<file path="src/rtl/huffman_tree_bit_decoder_core_defines.svh">
// ----------------------------------------------------------------------------
// Huffman tree bit decoder - assertion macros
// Shared property wrappers, clocked on i_clk and disabled while i_rst_n is low.
// ----------------------------------------------------------------------------
`ifndef HUFFMAN_TREE_BIT_DECODER_CORE_DEFINES_SVH
`define HUFFMAN_TREE_BIT_DECODER_CORE_DEFINES_SVH

// antecedent implies consequent in the same cycle
`define HTBD_ASSERT_IMPL(label, ante, cons, msg) \
    label: assert property (@(posedge i_clk) disable iff (!i_rst_n) (ante) |-> (cons)) \
        else $error(msg);

// condition never holds
`define HTBD_ASSERT_NEVER(label, cond, msg) \
    label: assert property (@(posedge i_clk) disable iff (!i_rst_n) !(cond)) \
        else $error(msg);

`endif

</file>
<file path="src/rtl/htbd_pkg.sv">
// ----------------------------------------------------------------------------
// Huffman tree bit decoder - package
// Token, mode, error and command codes plus the word types between stages.
// ----------------------------------------------------------------------------
package htbd_pkg;

    localparam int NODE_COUNT_DEF  = 512;
    localparam int STACK_DEPTH_DEF = 256;
    localparam int QUEUE_DEPTH_DEF = 2;

    localparam logic [7:0] TOK_EMPTY = 8'h30;
    localparam logic [7:0] TOK_LEAF  = 8'h31;
    localparam logic [7:0] TOK_INNER = 8'h32;

    localparam logic [1:0] MODE_LOAD  = 2'd0;
    localparam logic [1:0] MODE_BIT   = 2'd1;
    localparam logic [1:0] MODE_CLEAR = 2'd2;

    typedef logic [2:0] t_err;
    localparam t_err ERR_NONE        = 3'd0;
    localparam t_err ERR_EMPTY_CHILD = 3'd1;
    localparam t_err ERR_BAD_TOKEN   = 3'd2;
    localparam t_err ERR_OVERFLOW    = 3'd3;
    localparam t_err ERR_BIT_EARLY   = 3'd4;
    localparam t_err ERR_TOKEN_LATE  = 3'd5;

    typedef logic [2:0] t_op;
    localparam t_op OP_TOK_EMPTY = 3'd0;
    localparam t_op OP_TOK_LEAF  = 3'd1;
    localparam t_op OP_TOK_INNER = 3'd2;
    localparam t_op OP_TOK_BAD   = 3'd3;
    localparam t_op OP_BIT       = 3'd4;
    localparam t_op OP_CLEAR     = 3'd5;
    localparam t_op OP_NOP       = 3'd6;

    typedef struct packed {
        t_op        op;
        logic [7:0] data_byte;
        logic       code_bit;
    } t_cmd;

    typedef struct packed {
        logic       symbol_valid;
        logic [7:0] symbol;
        t_err       error_code;
        logic       mid_code;
        logic       tree_ready;
    } t_res;

endpackage

</file>
<file path="src/rtl/htbd_fifo.sv">
// ----------------------------------------------------------------------------
// Huffman tree bit decoder - word queue
// Small register queue, registered head; push+pop share a cycle unless full or empty.
// ----------------------------------------------------------------------------
module htbd_fifo #(
    parameter int WIDTH = 8,
    parameter int DEPTH = htbd_pkg::QUEUE_DEPTH_DEF
) (
    input  logic             i_clk,
    input  logic             i_rst_n,
    input  logic             i_push,
    input  logic [WIDTH-1:0] i_data,
    output logic             o_full,
    input  logic             i_pop,
    output logic [WIDTH-1:0] o_data,
    output logic             o_empty
);

    localparam int PW = (DEPTH > 1) ? $clog2(DEPTH) : 1;
    localparam int CW = $clog2(DEPTH + 1);

    logic [WIDTH-1:0] r_mem [DEPTH];
    logic [PW-1:0]    r_wptr, r_rptr;
    logic [CW-1:0]    r_count;
    logic             w_push, w_pop;

    assign o_full  = (r_count == CW'(DEPTH));
    assign o_empty = (r_count == '0);
    assign w_push  = i_push && !o_full;
    assign w_pop   = i_pop && !o_empty;
    assign o_data  = r_mem[r_rptr];

    always_ff @(posedge i_clk) begin
        if (w_push) begin
            r_mem[r_wptr] <= i_data;
        end
    end

    always_ff @(posedge i_clk) begin
        if (!i_rst_n) begin
            r_wptr  <= '0;
            r_rptr  <= '0;
            r_count <= '0;
        end else begin
            if (w_push) begin
                r_wptr <= (r_wptr == PW'(DEPTH - 1)) ? '0 : r_wptr + PW'(1);
            end
            if (w_pop) begin
                r_rptr <= (r_rptr == PW'(DEPTH - 1)) ? '0 : r_rptr + PW'(1);
            end
            if (w_push && !w_pop) begin
                r_count <= r_count + CW'(1);
            end else if (w_pop && !w_push) begin
                r_count <= r_count - CW'(1);
            end
        end
    end

endmodule

</file>
<file path="src/rtl/htbd_front.sv">
// ----------------------------------------------------------------------------
// Huffman tree bit decoder - front end
// Accepts input words, decodes mode and token into a command, queues it.
// ----------------------------------------------------------------------------
module htbd_front #(
    parameter int QUEUE_DEPTH = htbd_pkg::QUEUE_DEPTH_DEF
) (
    input  logic            i_clk,
    input  logic            i_rst_n,
    input  logic            i_push,
    input  logic [1:0]      i_mode,
    input  logic [7:0]      i_data_byte,
    input  logic            i_code_bit,
    output logic            o_full,
    output htbd_pkg::t_cmd  o_cmd,
    output logic            o_cmd_valid,
    input  logic            i_cmd_take
);

    htbd_pkg::t_cmd                   w_cmd;
    logic [$bits(htbd_pkg::t_cmd)-1:0] w_q;
    logic                             w_empty;

    always_comb begin
        w_cmd.data_byte = i_data_byte;
        w_cmd.code_bit  = i_code_bit;
        unique case (i_mode)
            htbd_pkg::MODE_LOAD: begin
                unique case (i_data_byte)
                    htbd_pkg::TOK_EMPTY: w_cmd.op = htbd_pkg::OP_TOK_EMPTY;
                    htbd_pkg::TOK_LEAF:  w_cmd.op = htbd_pkg::OP_TOK_LEAF;
                    htbd_pkg::TOK_INNER: w_cmd.op = htbd_pkg::OP_TOK_INNER;
                    default:             w_cmd.op = htbd_pkg::OP_TOK_BAD;
                endcase
            end
            htbd_pkg::MODE_BIT:   w_cmd.op = htbd_pkg::OP_BIT;
            htbd_pkg::MODE_CLEAR: w_cmd.op = htbd_pkg::OP_CLEAR;
            default:              w_cmd.op = htbd_pkg::OP_NOP;
        endcase
    end

    htbd_fifo #(
        .WIDTH ($bits(htbd_pkg::t_cmd)),
        .DEPTH (QUEUE_DEPTH)
    ) u_cmd_q (
        .i_clk   (i_clk),
        .i_rst_n (i_rst_n),
        .i_push  (i_push),
        .i_data  (w_cmd),
        .o_full  (o_full),
        .i_pop   (i_cmd_take),
        .o_data  (w_q),
        .o_empty (w_empty)
    );

    assign o_cmd       = htbd_pkg::t_cmd'(w_q);
    assign o_cmd_valid = !w_empty;

endmodule

</file>
<file path="config.mk">
export PLATFORM = sky130hd
export DESIGN_NAME = htbd_front
export DESIGN_NICKNAME = d
export VERILOG_FILES = /design/src/rtl/huffman_tree_bit_decoder_core_defines.svh /design/src/rtl/htbd_pkg.sv /design/src/rtl/htbd_fifo.sv /design/src/rtl/htbd_front.sv
export SDC_FILE = /design/constraint.sdc
export NUM_CORES = 1
export LEC_CHECK = 0
export BUFFER_PORTS_ARGS = -buffer_cell sky130_fd_sc_hd__buf_2
export CORE_MARGIN = 4
export CORE_UTILIZATION = 50
export DETAILED_ROUTE_END_ITERATION = 10
export HOLD_SLACK_MARGIN = 0.15
export PLACE_DENSITY = 0.76
export SLEW_MARGIN = 20
export SYNTH_ARGS = -nofsm -noshare
export SYNTH_HDL_FRONTEND = slang
export SYNTH_SLANG_ARGS = --single-unit
</file>
<file path="constraint.sdc">
create_clock -name i_clk -period 3.1 [get_ports i_clk]
set_input_delay 0.62 -clock i_clk [delete_from_list [all_inputs] [get_ports i_clk]]
set_output_delay 0.62 -clock i_clk [all_outputs]
set_load 0.02 [all_outputs]
</file>
==> results_dict.tcl <==
set metrics [dict create \
    status "finished clean" \
    cts_resized 0 \
    wirelength_mm 1.87 \
    worst_hold_slack_ns 0.499 \
    maxCapViolations 0 \
    fin_nets 129 \
    track_usage_pct 13.6 \
    drc 0 \
    yosys.area_share.simple_pct 6.80 \
    rsz0062_at_grt "false" \
    muxShareOfSynthArea_pct 11.5 \
    synth_top_family_by_area "multiplexers" \
    cts_max_level 2 \
    gp_congestion 0.686 \
    hold_buffers 0 \
    syn_nets 95 \
    cp_cell_sequence "mux2_2 > buf_2" \
    port_buffers 28 \
    endpoint_kind "primary output" \
    row_count 17 \
    syn_area_per_cell_um2 15.3 \
    grt_overflow 0 \
    total_leakage_power_uw 0.000566 \
    clk_latency_ns 0.31 \
    wl_per_cell_um 13.4 \
    tritoncts "built" \
    pin_count 29 \
    post_cts_buffers 0 \
    n_antenna_cell 0 \
    critPathArrivalTime_ns 1.51 \
    max_stage_delay_ns 0.64 \
    synth_warnings 0 \
    min_period_ns 2.13 \
    drt-initial-drc-count 13 \
    ys_seq_area_share_pct 69.7 \
    synth_xor_area_share_pct 2.23 \
    finalPower_uw 1090 \
    path_class "reg -> out" \
    die-height_um 56.5 \
    finalClockSkew_ns 0.00299 \
    antenna_found_initial 0 \
    ant_nets 0 \
    crit_path_start_kind "register" \
    num_vias 715 \
    grt_pass1_vias 743 \
    root_buffer "clkbuf_4" \
    viasPerCell 5.11 \
    die_area_um2 3200 \
    slew_headroom_pct 33.7 \
    grt_max_degree 14 \
    cp_slowest_cell "dfxtp_1" \
    hpwl_mm 1.39 \
    drive_above_1_share_pct 42.0 \
    hp-class "in -> reg" \
    syn_inst 77 \
    grt_pass1_wl_mm 3.22 \
    netlist_area_um2 1180 \
    start_util_pct 52.7 \
    setup_viol 0 \
    core_region_area_um2 2230 \
    tightest_slew_ns 0.989 \
    area_growth_pct 18.6 \
    crit_required_ns 2.48 \
    max-vdd-ir-drop_uv 532 \
    synth_fa_ha_area_share_pct 3.19 \
    first_pass_iters 3 \
    cp.buffers_inverters 1 \
    ys_top_cells_by_area "edfxtp_1 61%, mux2_2 11%, dfxtp_1 8.5%, ha_1 3.2%, inv_1 2.2%" \
    clkSinkCount 29 \
    die_w_um 56.5 \
    hold_violations 0 \
    synth_top_area_cell "edfxtp_1" \
    clk_pin_slew_ns 0.08 \
    fin_crit_sh_pct 68.7 \
    yosysUniqueCellTypes 22 \
    cts_buffer_depth 2 \
    dpl.cell_count 132 \
    path_delay_family "flip-flops" \
    ys_seq_elements 29 \
    synth_compound_area_share_pct 3.93 \
    cts_buffers 5 \
    final_cells 140 \
    setup_tns_ns 0 \
    cp_max_fo 12 \
    yosysTopAreaCellShare_pct 61.2 \
    fmaxAchievable_mhz 469 \
    power_density_nw_per_um2 781 \
    finalMaxSlewViolations 0 \
]
[per-stage QoR]
stage | worst slack, ns | utilization (%) | instance area (um^2)
2_1_floorplan | 1.48 | - | 1180
3_3_place_gp | 1.20 | 60.3 | 1350
3_5_place_dp | 1.12 | 60.3 | 1350
4_1_cts | 0.920 | 62.5 | 1400
5_1_grt | 0.842 | 62.5 | 1400
6_report | 0.969 | 62.5 | 1400
[cells in the final DEF, fill, tap and decap left out, types with 2 or more instances in the layout]
master,count
a21oi_1,2
edfxtp_1,24
clkbuf_4,5
dfxtp_1,5
xor2_1,3
mux2_2,12
buf_2,28
inv_1,7
clkbuf_1,3
o21ai_0,3
ha_1,3
nor2_1,5
[Yosys cell counts, drive strengths merged]
cell type  count
a21boi         1
a21oi          2
a31oi          1
and3           1
buf            1
dfxtp          5
edfxtp        24
ha             3
inv            7
mux2          12
nand2          1
nand2b         1
nand4bb        1
nor2           5
nor2b          1
nor3           2
o21a           1
o21ai          3
or2            1
or3            1
xor2           3
[cells by family (layout without fill, tap and decap cells)]
logic type | count (synthesis) | count (layout)
fa+ha+maj | 3 | 3
compound gates | 8 | 8
buf+inv | 8 | 43
simple gates | 14 | 14
flops | 29 | 29
mux | 12 | 12
xor+xnor | 3 | 3
[layer usage]
layer	global-route usage (%)	share of wire [%]	vias to the layer above	wire length (um)
met1	14.0	41	344	762
met2	23.6	52	21	968
li1	-	-	346	-
met4	7.12	1.8	0	34
met5	0	0	-	0
met3	5.29	5.7	4	107
[worst paths after layout]
| path | start | slack (ns) | depth (start not counted) | endpoint |
|---|---|---|---|---|
| worst max-delay path | register | 0.97 | 2 | o_cmd[0] |
| worst min register to register | u_cmd_q.r_rptr | 0.53 | 2 | u_cmd_q.r_rptr |
| worst max register to register | u_cmd_q.r_count[0] | 1.33 | 3 | u_cmd_q.r_mem[0][3] |
| worst min-delay path | i_code_bit | 0.50 | 1 | u_cmd_q.r_mem[1][0] |
[layout make-up]
| class | instances | area (um^2) |
|---|---|---|
| Tap cell | 28 | 35.0 |
| Fill cell | 199 | 837 |
| Timing Repair Buffer | 28 | 140 |
| Inverter | 7 | 26.3 |
| Multi-Input combinational cell | 40 | 325 |
| Sequential cell | 29 | 821 |
| Clock buffer | 8 | 48.8 |
[sequential cells by signal (all words and copies together), names as in the netlist, named ones only]
name	cells
u_cmd_q.r_wptr	1
u_cmd_q.r_rptr	1
u_cmd_q.r_count	2
u_cmd_q.r_mem	24
[power by group]
part	total [uW]	internal, uW	switching [uW]
clock	205	90.2	115
combinational	344	148	196
sequential	541	496	44.7
No activity file was read; power rests on OpenSTA's default activity.
