## config.mk

```make
export PLATFORM = sky130hd
export DESIGN_NAME = htbd_fifo
export DESIGN_NICKNAME = d
export VERILOG_FILES = /design/src/rtl/huffman_tree_bit_decoder_core_defines.svh /design/src/rtl/htbd_pkg.sv /design/src/rtl/htbd_fifo.sv
export SDC_FILE = /design/constraint.sdc
export NUM_CORES = 1
export LEC_CHECK = 0
export BUFFER_PORTS_ARGS = -buffer_cell sky130_fd_sc_hd__buf_2
export CORE_MARGIN = 2
export CORE_UTILIZATION = 49
export DETAILED_ROUTE_END_ITERATION = 12
export PLACE_DENSITY_LB_ADDON = 0.08
export SLEW_MARGIN = 20
export SYNTH_ARGS = -nofsm -noshare
export SYNTH_HDL_FRONTEND = slang
export SYNTH_SLANG_ARGS = --single-unit
```

## constraint.sdc

```tcl
create_clock -name i_clk -period 2.15 [get_ports i_clk]
set_clock_uncertainty 0.1 [all_clocks]
set_input_delay 0.43 -clock i_clk [delete_from_list [all_inputs] [get_ports i_clk]]
set_output_delay 0.43 -clock i_clk [all_outputs]
set_load 0.01 [all_outputs]
```

## src/rtl/huffman_tree_bit_decoder_core_defines.svh

```systemverilog
// ----------------------------------------------------------------------------
// Huffman tree bit decoder - assertion macros
// Shared property wrappers, clocked on i_clk and disabled while i_rst_n is low.
// ----------------------------------------------------------------------------
`ifndef HUFFMAN_TREE_BIT_DECODER_CORE_DEFINES_SVH
`define HUFFMAN_TREE_BIT_DECODER_CORE_DEFINES_SVH

// antecedent implies consequent in the same cycle
`define HTBD_ASSERT_IMPL(label, ante, cons, msg) \
    label: assert property (@(posedge i_clk) disable iff (!i_rst_n) (ante) |-> (cons)) \
        else $error(msg);

// condition never holds
`define HTBD_ASSERT_NEVER(label, cond, msg) \
    label: assert property (@(posedge i_clk) disable iff (!i_rst_n) !(cond)) \
        else $error(msg);

`endif

```

## src/rtl/htbd_pkg.sv

```systemverilog
// ----------------------------------------------------------------------------
// Huffman tree bit decoder - package
// Token, mode, error and command codes plus the word types between stages.
// ----------------------------------------------------------------------------
package htbd_pkg;

    localparam int NODE_COUNT_DEF  = 512;
    localparam int STACK_DEPTH_DEF = 256;
    localparam int QUEUE_DEPTH_DEF = 2;

    localparam logic [7:0] TOK_EMPTY = 8'h30;
    localparam logic [7:0] TOK_LEAF  = 8'h31;
    localparam logic [7:0] TOK_INNER = 8'h32;

    localparam logic [1:0] MODE_LOAD  = 2'd0;
    localparam logic [1:0] MODE_BIT   = 2'd1;
    localparam logic [1:0] MODE_CLEAR = 2'd2;

    typedef logic [2:0] t_err;
    localparam t_err ERR_NONE        = 3'd0;
    localparam t_err ERR_EMPTY_CHILD = 3'd1;
    localparam t_err ERR_BAD_TOKEN   = 3'd2;
    localparam t_err ERR_OVERFLOW    = 3'd3;
    localparam t_err ERR_BIT_EARLY   = 3'd4;
    localparam t_err ERR_TOKEN_LATE  = 3'd5;

    typedef logic [2:0] t_op;
    localparam t_op OP_TOK_EMPTY = 3'd0;
    localparam t_op OP_TOK_LEAF  = 3'd1;
    localparam t_op OP_TOK_INNER = 3'd2;
    localparam t_op OP_TOK_BAD   = 3'd3;
    localparam t_op OP_BIT       = 3'd4;
    localparam t_op OP_CLEAR     = 3'd5;
    localparam t_op OP_NOP       = 3'd6;

    typedef struct packed {
        t_op        op;
        logic [7:0] data_byte;
        logic       code_bit;
    } t_cmd;

    typedef struct packed {
        logic       symbol_valid;
        logic [7:0] symbol;
        t_err       error_code;
        logic       mid_code;
        logic       tree_ready;
    } t_res;

endpackage

```

## src/rtl/htbd_fifo.sv

```systemverilog
// ----------------------------------------------------------------------------
// Huffman tree bit decoder - word queue
// Small register queue, registered head; push+pop share a cycle unless full or empty.
// ----------------------------------------------------------------------------
module htbd_fifo #(
    parameter int WIDTH = 8,
    parameter int DEPTH = htbd_pkg::QUEUE_DEPTH_DEF
) (
    input  logic             i_clk,
    input  logic             i_rst_n,
    input  logic             i_push,
    input  logic [WIDTH-1:0] i_data,
    output logic             o_full,
    input  logic             i_pop,
    output logic [WIDTH-1:0] o_data,
    output logic             o_empty
);

    localparam int PW = (DEPTH > 1) ? $clog2(DEPTH) : 1;
    localparam int CW = $clog2(DEPTH + 1);

    logic [WIDTH-1:0] r_mem [DEPTH];
    logic [PW-1:0]    r_wptr, r_rptr;
    logic [CW-1:0]    r_count;
    logic             w_push, w_pop;

    assign o_full  = (r_count == CW'(DEPTH));
    assign o_empty = (r_count == '0);
    assign w_push  = i_push && !o_full;
    assign w_pop   = i_pop && !o_empty;
    assign o_data  = r_mem[r_rptr];

    always_ff @(posedge i_clk) begin
        if (w_push) begin
            r_mem[r_wptr] <= i_data;
        end
    end

    always_ff @(posedge i_clk) begin
        if (!i_rst_n) begin
            r_wptr  <= '0;
            r_rptr  <= '0;
            r_count <= '0;
        end else begin
            if (w_push) begin
                r_wptr <= (r_wptr == PW'(DEPTH - 1)) ? '0 : r_wptr + PW'(1);
            end
            if (w_pop) begin
                r_rptr <= (r_rptr == PW'(DEPTH - 1)) ? '0 : r_rptr + PW'(1);
            end
            if (w_push && !w_pop) begin
                r_count <= r_count + CW'(1);
            end else if (w_pop && !w_push) begin
                r_count <= r_count - CW'(1);
            end
        end
    end

endmodule

```

==> results.py, run 1 <==
metrics = {
    "power_and_ir_drop": {
        "irDropWorstVdd_v": 0.000675,
        "p_leak_nw": 0.384,
        "p_per_area_nw_per_um2": 1130,
        "total_power_mw": 1.09,
    },
    "logic_synthesis": {
        "ys_ff_latch": 21,
        "synthesis.area_sq_um": 810,
        "avgSynthCellArea_sq_um": 16.2,
        "netlist_top_cells_area": "edfxtp_1 (59%), dfxtp_1 (12%), mux2_2 (11%)",
        "syn_inst": 50,
        "yosys.area.top_type": "edfxtp_1",
        "yosys.area.top_type_share": 0.594,
        "synthArstFlopShare": 0,
        "ys_seq_area_frac": 0.717,
        "synth_flop_cell": "edfxtp_1",
        "synth_edf_count": 16,
        "synth_cell_types": 20,
        "syn-num-nets": 63,
        "yosysWarnings": 0,
    },
    "sta": {
        "final_hold_viol_count": 0,
        "finalSetupTns_ns": 0,
        "setup_viol": 0,
        "min_period_ns": 1.87,
        "worst_pin_slew_ns": 0.371,
        "max_freq_mhz": 534,
        "fin_ws_ns": 0.278,
        "final_max_slew_viol_count": 0,
        "rsz0062_at_grt": "no",
        "post-route-period-util": 0.871,
        "slew_headroom": 0.751,
    },
    "placed_design": {
        "dpl.cell_count": 87,
        "place_worst_setup_slack_ns": 0.480,
        "place_congestion": 0.686,
        "placed_cell_area_sq_um": 937,
        "post-dp-hpwl_um": 853,
        "io_buffers": 21,
    },
    "hold_path": {
        "hold_depth": 1,
        "min_to": "r_mem[0][3]",
        "worstHoldStart": "i_data[3]",
        "worstHoldPathType": "input pin to flip-flop",
    },
    "critical_path": {
        "cp_max_fo": 8,
        "crit_type": "flip-flop to primary output",
        "r2r-start": "r_count[0]",
        "required_ns": 1.62,
        "critPathBufInv": 1,
        "cp_cell_sequence": "mux2_2 > buf_2",
        "worst_setup_path_start_kind": "flip-flop",
        "critPathTopFamily": "flip-flops",
        "cp-end-kind": "primary output",
        "cp_slowest_cell": "dfxtp_1",
        "reg2reg_to": "r_count[1]",
        "worst-endpoint-arrival_ns": 1.34,
        "reg2reg_slack_ns": 0.48,
        "ff2ff_path_depth": 6,
        "max_stage_delay_ns": 0.54,
    },
    "clock_network": {
        "cts_tree": "built",
        "postCtsSetupBuffers": 0,
        "root_buffer": "clkbuf_4",
        "htreeDepth": 1,
        "clk_pin_slew_worst_paths_ns": 0.11,
        "insertion_delay_ns": 0.28,
        "max-clock-path-buffers": 2,
        "cts.sinks": 21,
        "cts_buffers": 3,
        "hold_buffers": 0,
        "post_cts_resized": 0,
    },
    "detailed_routing": {
        "drc": 0,
        "wl_mm": 1.11,
        "ant_nets": 0,
        "vias": 457,
        "avgRoutedWirePerCell_um": 12.2,
        "first_pass_iters": 3,
        "avgViaCountPerCell": 5.02,
        "drt_iter0_drc": 7,
    },
    "grt": {
        "grtUsageMet1": 0.145,
        "grt_pass1_wl_mm": 1.88,
        "grt_start_max_net_pins": 12,
        "track_usage": 0.133,
        "use_met3": 0.0531,
        "grt_pass1_vias": 465,
        "grt_busiest_layer": "met2",
        "antenna_found_initial": 0,
        "overflow": 0,
        "use_met2": 0.238,
    },
    "floorplanning": {
        "die-height_um": 44.6,
        "pin_count": 22,
        "core-area_sq_um": 1520,
        "initial_core_util": 0.531,
        "fp.dieArea_sq_um": 1990,
        "die_w_um": 44.6,
        "rows": 14,
    },
    "finish": {
        "drive_above_1_share": 0.467,
        "final_cells": 91,
        "final_area_sq_um": 963,
        "fillers": 118,
        "fin_nets": 89,
        "syn_to_final_growth_pct": 19.0,
        "num_antenna_cells": 0,
    },
    "run": {
        "cap_violations": 0,
    },
    "status": {
        "outcome": "completed",
    },
}
[how the worst max path moves through the flow]
| stage | from | end | cells past startpoint | slack (ns) |
|---|---|---|---|---|
| after floorplan | r_count[0] | r_count[1] | 6 | 0.58 |
| after global placement | i_push | r_count[1] | 6 | 0.54 |
| after detailed placement | r_count[0] | r_count[1] | 6 | 0.48 |
| after CTS | flip-flop | o_data[3] | 2 | 0.24 |
| after global routing | flip-flop | o_data[6] | 2 | 0.17 |
| final | flip-flop | o_data[6] | 2 | 0.28 |
[layer usage]
metal / up-vias / wire length, um
met5: - / 0
met4: 0 / 0
met3: 0 / 57
met2: 11 / 594
met1: 214 / 459
li1: 232 / -
[where the power goes]
| part | internal (mW) | switching [mW] | leakage (nW) |
|---|---|---|---|
| Combinational | 0.182 | 0.160 | 0.178 |
| Clock | 0.0720 | 0.104 | 0.0150 |
| Sequential | 0.518 | 0.0538 | 0.191 |
[registers in the layout, indices dropped and copies added, names as in the netlist, named ones only]
| signal | cells |
|---|---|
| r_count | 2 |
| r_rptr | 1 |
| r_mem | 16 |
| r_wptr | 1 |
[cells in the mapped netlist (all sizes together), types with 2 or more instances]
master	count
edfxtp	16
mux2	8
a21boi	2
nor2	2
dfxtp	5
inv	2
o21ai	2
xnor2	2
and2	3
[stage by stage]
step / utilization / hold slack (ns)
3_3_place_gp: 0.615 / 0.410
2_1_floorplan: - / 0.383
5_1_grt: 0.632 / 0.207
6_report: 0.632 / 0.225
3_5_place_dp: 0.615 / 0.421
4_1_cts: 0.632 / 0.217
[area by class of cell]
| class | count | area (sq um) | area share |
|---|---|---|---|
| clock buffer | 4 | 26.3 | 0.0273 |
| inverter | 2 | 7.51 | 0.00779 |
| multi-input combinational | 26 | 216 | 0.225 |
| sequential | 21 | 581 | 0.603 |
| tap | 16 | 20.0 | 0.0208 |
| timing repair buffer | 22 | 113 | 0.117 |
[kinds of logic (layout without fill, tap and decap cells)]
| group | after synthesis | count (layout) | share of synthesized area |
|---|---|---|---|
| and+or+nand+nor | 9 | 9 | 0.0680 |
| AOI/OAI and AO/OA | 5 | 5 | 0.0402 |
| buffers and inverters | 3 | 28 | 0.0154 |
| adders and majority gates | 1 | 1 | 0.0155 |
| xor gates and xnor gates | 3 | 3 | 0.0325 |
| DFF | 21 | 21 | 0.717 |
| muxes | 8 | 8 | 0.111 |
[placed cells by master (no fill, tap or decap)]
cell type	synthesis	layout
a21boi_1	1	1
clkbuf_1	0	1
nor2_1	2	2
mux2_2	8	8
nand2b_1	1	1
and3_1	1	1
o21ai_1	1	1
xor2_1	1	1
o21a_1	1	1
inv_1	1	1
ha_1	1	1
inv_2	1	1
buf_4	0	1
a21boi_0	1	1
clkbuf_4	0	3
nor3_2	1	1
and2_1	3	3
o21ai_0	1	1
xnor2_1	2	2
edfxtp_1	16	16
or3_1	1	1
dfxtp_1	5	5
buf_2	1	21
No activity file was read; power rests on OpenSTA's default activity.
==> run 2: changes to the inputs <==
--- a/config.mk
+++ b/config.mk
@@ -6,8 +6,7 @@
 export NUM_CORES = 1
 export LEC_CHECK = 0
 export BUFFER_PORTS_ARGS = -buffer_cell sky130_fd_sc_hd__buf_2
-export CORE_MARGIN = 2
-export CORE_UTILIZATION = 49
+export CORE_UTILIZATION = 52
 export DETAILED_ROUTE_END_ITERATION = 12
 export PLACE_DENSITY_LB_ADDON = 0.08
 export SLEW_MARGIN = 20
==> constraint.sdc (replaced) <==
create_clock -name i_clk -period 2.3 [get_ports i_clk]
set_clock_uncertainty 0.1 [all_clocks]
set_input_delay 0.46 -clock i_clk [delete_from_list [all_inputs] [get_ports i_clk]]
set_output_delay 0.46 -clock i_clk [all_outputs]
set_load 0.01 [all_outputs]
==> run 2 against run 1 <==
Compared with the run above:
- sequential cell count stayed put
- worst setup slack improved by 0.10 ns
- non-clock buffer count decreased by 1
- final cell count down 2.2%
- critical path type unchanged
- largest cell class unchanged
- largest power group unchanged
==> results.py, run 2 (synthesized netlist as in run 1, its figures left out) <==
metrics = {
    "detailed_routing": {
        "drt_iter0_drc": 11,
        "wl_mm": 1.17,
        "ant_nets": 0,
        "avgRoutedWirePerCell_um": 13.2,
        "drc": 0,
        "vias": 470,
        "avgViaCountPerCell": 5.28,
        "first_pass_iters": 4,
    },
    "finish": {
        "top_regs": "r_mem x16, r_count x2",
        "fin_util": 0.699,
        "num_antenna_cells": 0,
        "layout_common_cells": "buf_2 (21), edfxtp_1 (16), mux2_2 (8), dfxtp_1 (5)",
        "final_area_sq_um": 955,
        "final_cells": 89,
        "fillers": 98,
        "fin_nets": 88,
        "syn_to_final_growth_pct": 17.9,
        "multi_input_area_sq_um": 216,
        "seq_area_sq_um": 581,
        "largest_reg_flops": 16,
        "top_register": "r_mem",
        "final_common_cell": "buf_2",
        "drive_above_1_share": 0.459,
    },
    "clock_network": {
        "root_buffer": "clkbuf_4",
        "max-clock-path-buffers": 2,
        "postCtsSetupBuffers": 0,
        "htreeDepth": 1,
        "cts_tree": "built",
        "insertion_delay_ns": 0.29,
        "cts.sinks": 21,
        "clk_pin_slew_worst_paths_ns": 0.10,
        "cts_buffers": 3,
        "post_cts_resized": 0,
        "hold_buffers": 0,
    },
    "placed_design": {
        "place_worst_setup_slack_ns": 0.603,
        "dpl.cell_count": 85,
        "placed_cell_area_sq_um": 928,
        "io_buffers": 21,
        "place_congestion": 0.676,
        "post-dp-hpwl_um": 890,
    },
    "critical_path": {
        "worst_setup_path_start_kind": "flip-flop",
        "worst-endpoint-arrival_ns": 1.36,
        "reg2reg_to": "r_count[1]",
        "cp_cell_sequence": "mux2_2 > buf_2",
        "cp_max_fo": 8,
        "required_ns": 1.74,
        "cp_slowest_cell": "dfxtp_1",
        "reg2reg_slack_ns": 0.61,
        "crit_type": "flip-flop to primary output",
        "r2r-start": "r_count[0]",
        "cp-end-kind": "primary output",
        "max_stage_delay_ns": 0.55,
        "ff2ff_path_depth": 6,
    },
    "floorplanning": {
        "die-height_um": 41.5,
        "die_w_um": 41.5,
        "fp.dieArea_sq_um": 1720,
        "rows": 13,
        "pin_count": 22,
        "initial_core_util": 0.592,
        "core-area_sq_um": 1370,
    },
    "sta": {
        "worst_pin_slew_ns": 0.687,
        "final_max_slew_viol_count": 0,
        "rsz0062_at_grt": "no",
        "setup_viol": 0,
        "post-route-period-util": 0.836,
        "final_hold_viol_count": 0,
        "finalSetupTns_ns": 0,
        "slew_headroom": 0.539,
        "fin_ws_ns": 0.378,
        "min_period_ns": 1.92,
        "max_freq_mhz": 520,
    },
    "hold_path": {
        "hold_depth": 1,
        "worstHoldPathType": "input pin to flip-flop",
        "min_to": "r_mem[1][4]",
        "worstHoldStart": "i_data[4]",
    },
    "grt": {
        "track_usage": 0.148,
        "grt_start_max_net_pins": 12,
        "antenna_found_initial": 0,
        "grt_pass1_vias": 468,
        "overflow": 0,
        "grt_pass1_wl_mm": 1.90,
    },
    "status": {
        "outcome": "completed",
    },
    "run": {
        "cap_violations": 0,
    },
    "power_and_ir_drop": {
        "p_per_area_nw_per_um2": 1060,
        "irDropWorstVdd_v": 0.000717,
        "p_leak_nw": 0.379,
    },
}
==> run 2: worst max-delay path by stage <==
stage,cells after the start,to,startpoint
after floorplan,6,r_count[1],r_count[0]
after global placement,3,r_mem[0][7],i_push
after detailed placement,6,r_count[1],i_push
after CTS,2,o_data[3],flip-flop
after global routing,2,o_data[3],flip-flop
final,2,o_data[3],flip-flop
==> run 2: where the power goes <==
part           switching (mW)  internal, mW  leakage [nW]
sequential             0.0502         0.484         0.191
combinational           0.151         0.164         0.173
clock                  0.0962        0.0673        0.0150
total                   0.298         0.716         0.379
==> run 2: cell type report <==
class                   instances  area share
multi-input cells              26       0.227
clock buffers                   4      0.0275
repair buffers                 21       0.110
well taps                      15      0.0197
inverters                       2     0.00786
flip-flops and latches         21       0.608
==> run 2: per-stage QoR <==
stage | hold WS (ns) | total power [mW]
6_report | 0.255 | 1.01
5_1_grt | 0.235 | 1.07
4_1_cts | 0.248 | 1.03
3_5_place_dp | 0.419 | 0.864
3_3_place_gp | 0.407 | 0.851
2_1_floorplan | 0.383 | 0.757
==> run 2: metal layers <==
| layer | share of wire | vias to the layer above | GRT usage |
|---|---|---|---|
| met2 | 0.52 | 15 | 0.256 |
| met5 | 0 | - | 0 |
| met1 | 0.42 | 220 | 0.170 |
| met4 | 0.0051 | 0 | 0.0387 |
| li1 | - | 233 | - |
| met3 | 0.049 | 2 | 0.0565 |
==> run 2: critical path, delay by kind of cell (launching register included) <==
kind | cells | cell delay [ns]
flip-flops | 1 | 0.55
multiplexers | 1 | 0.38
buffers and inverters | 1 | 0.14
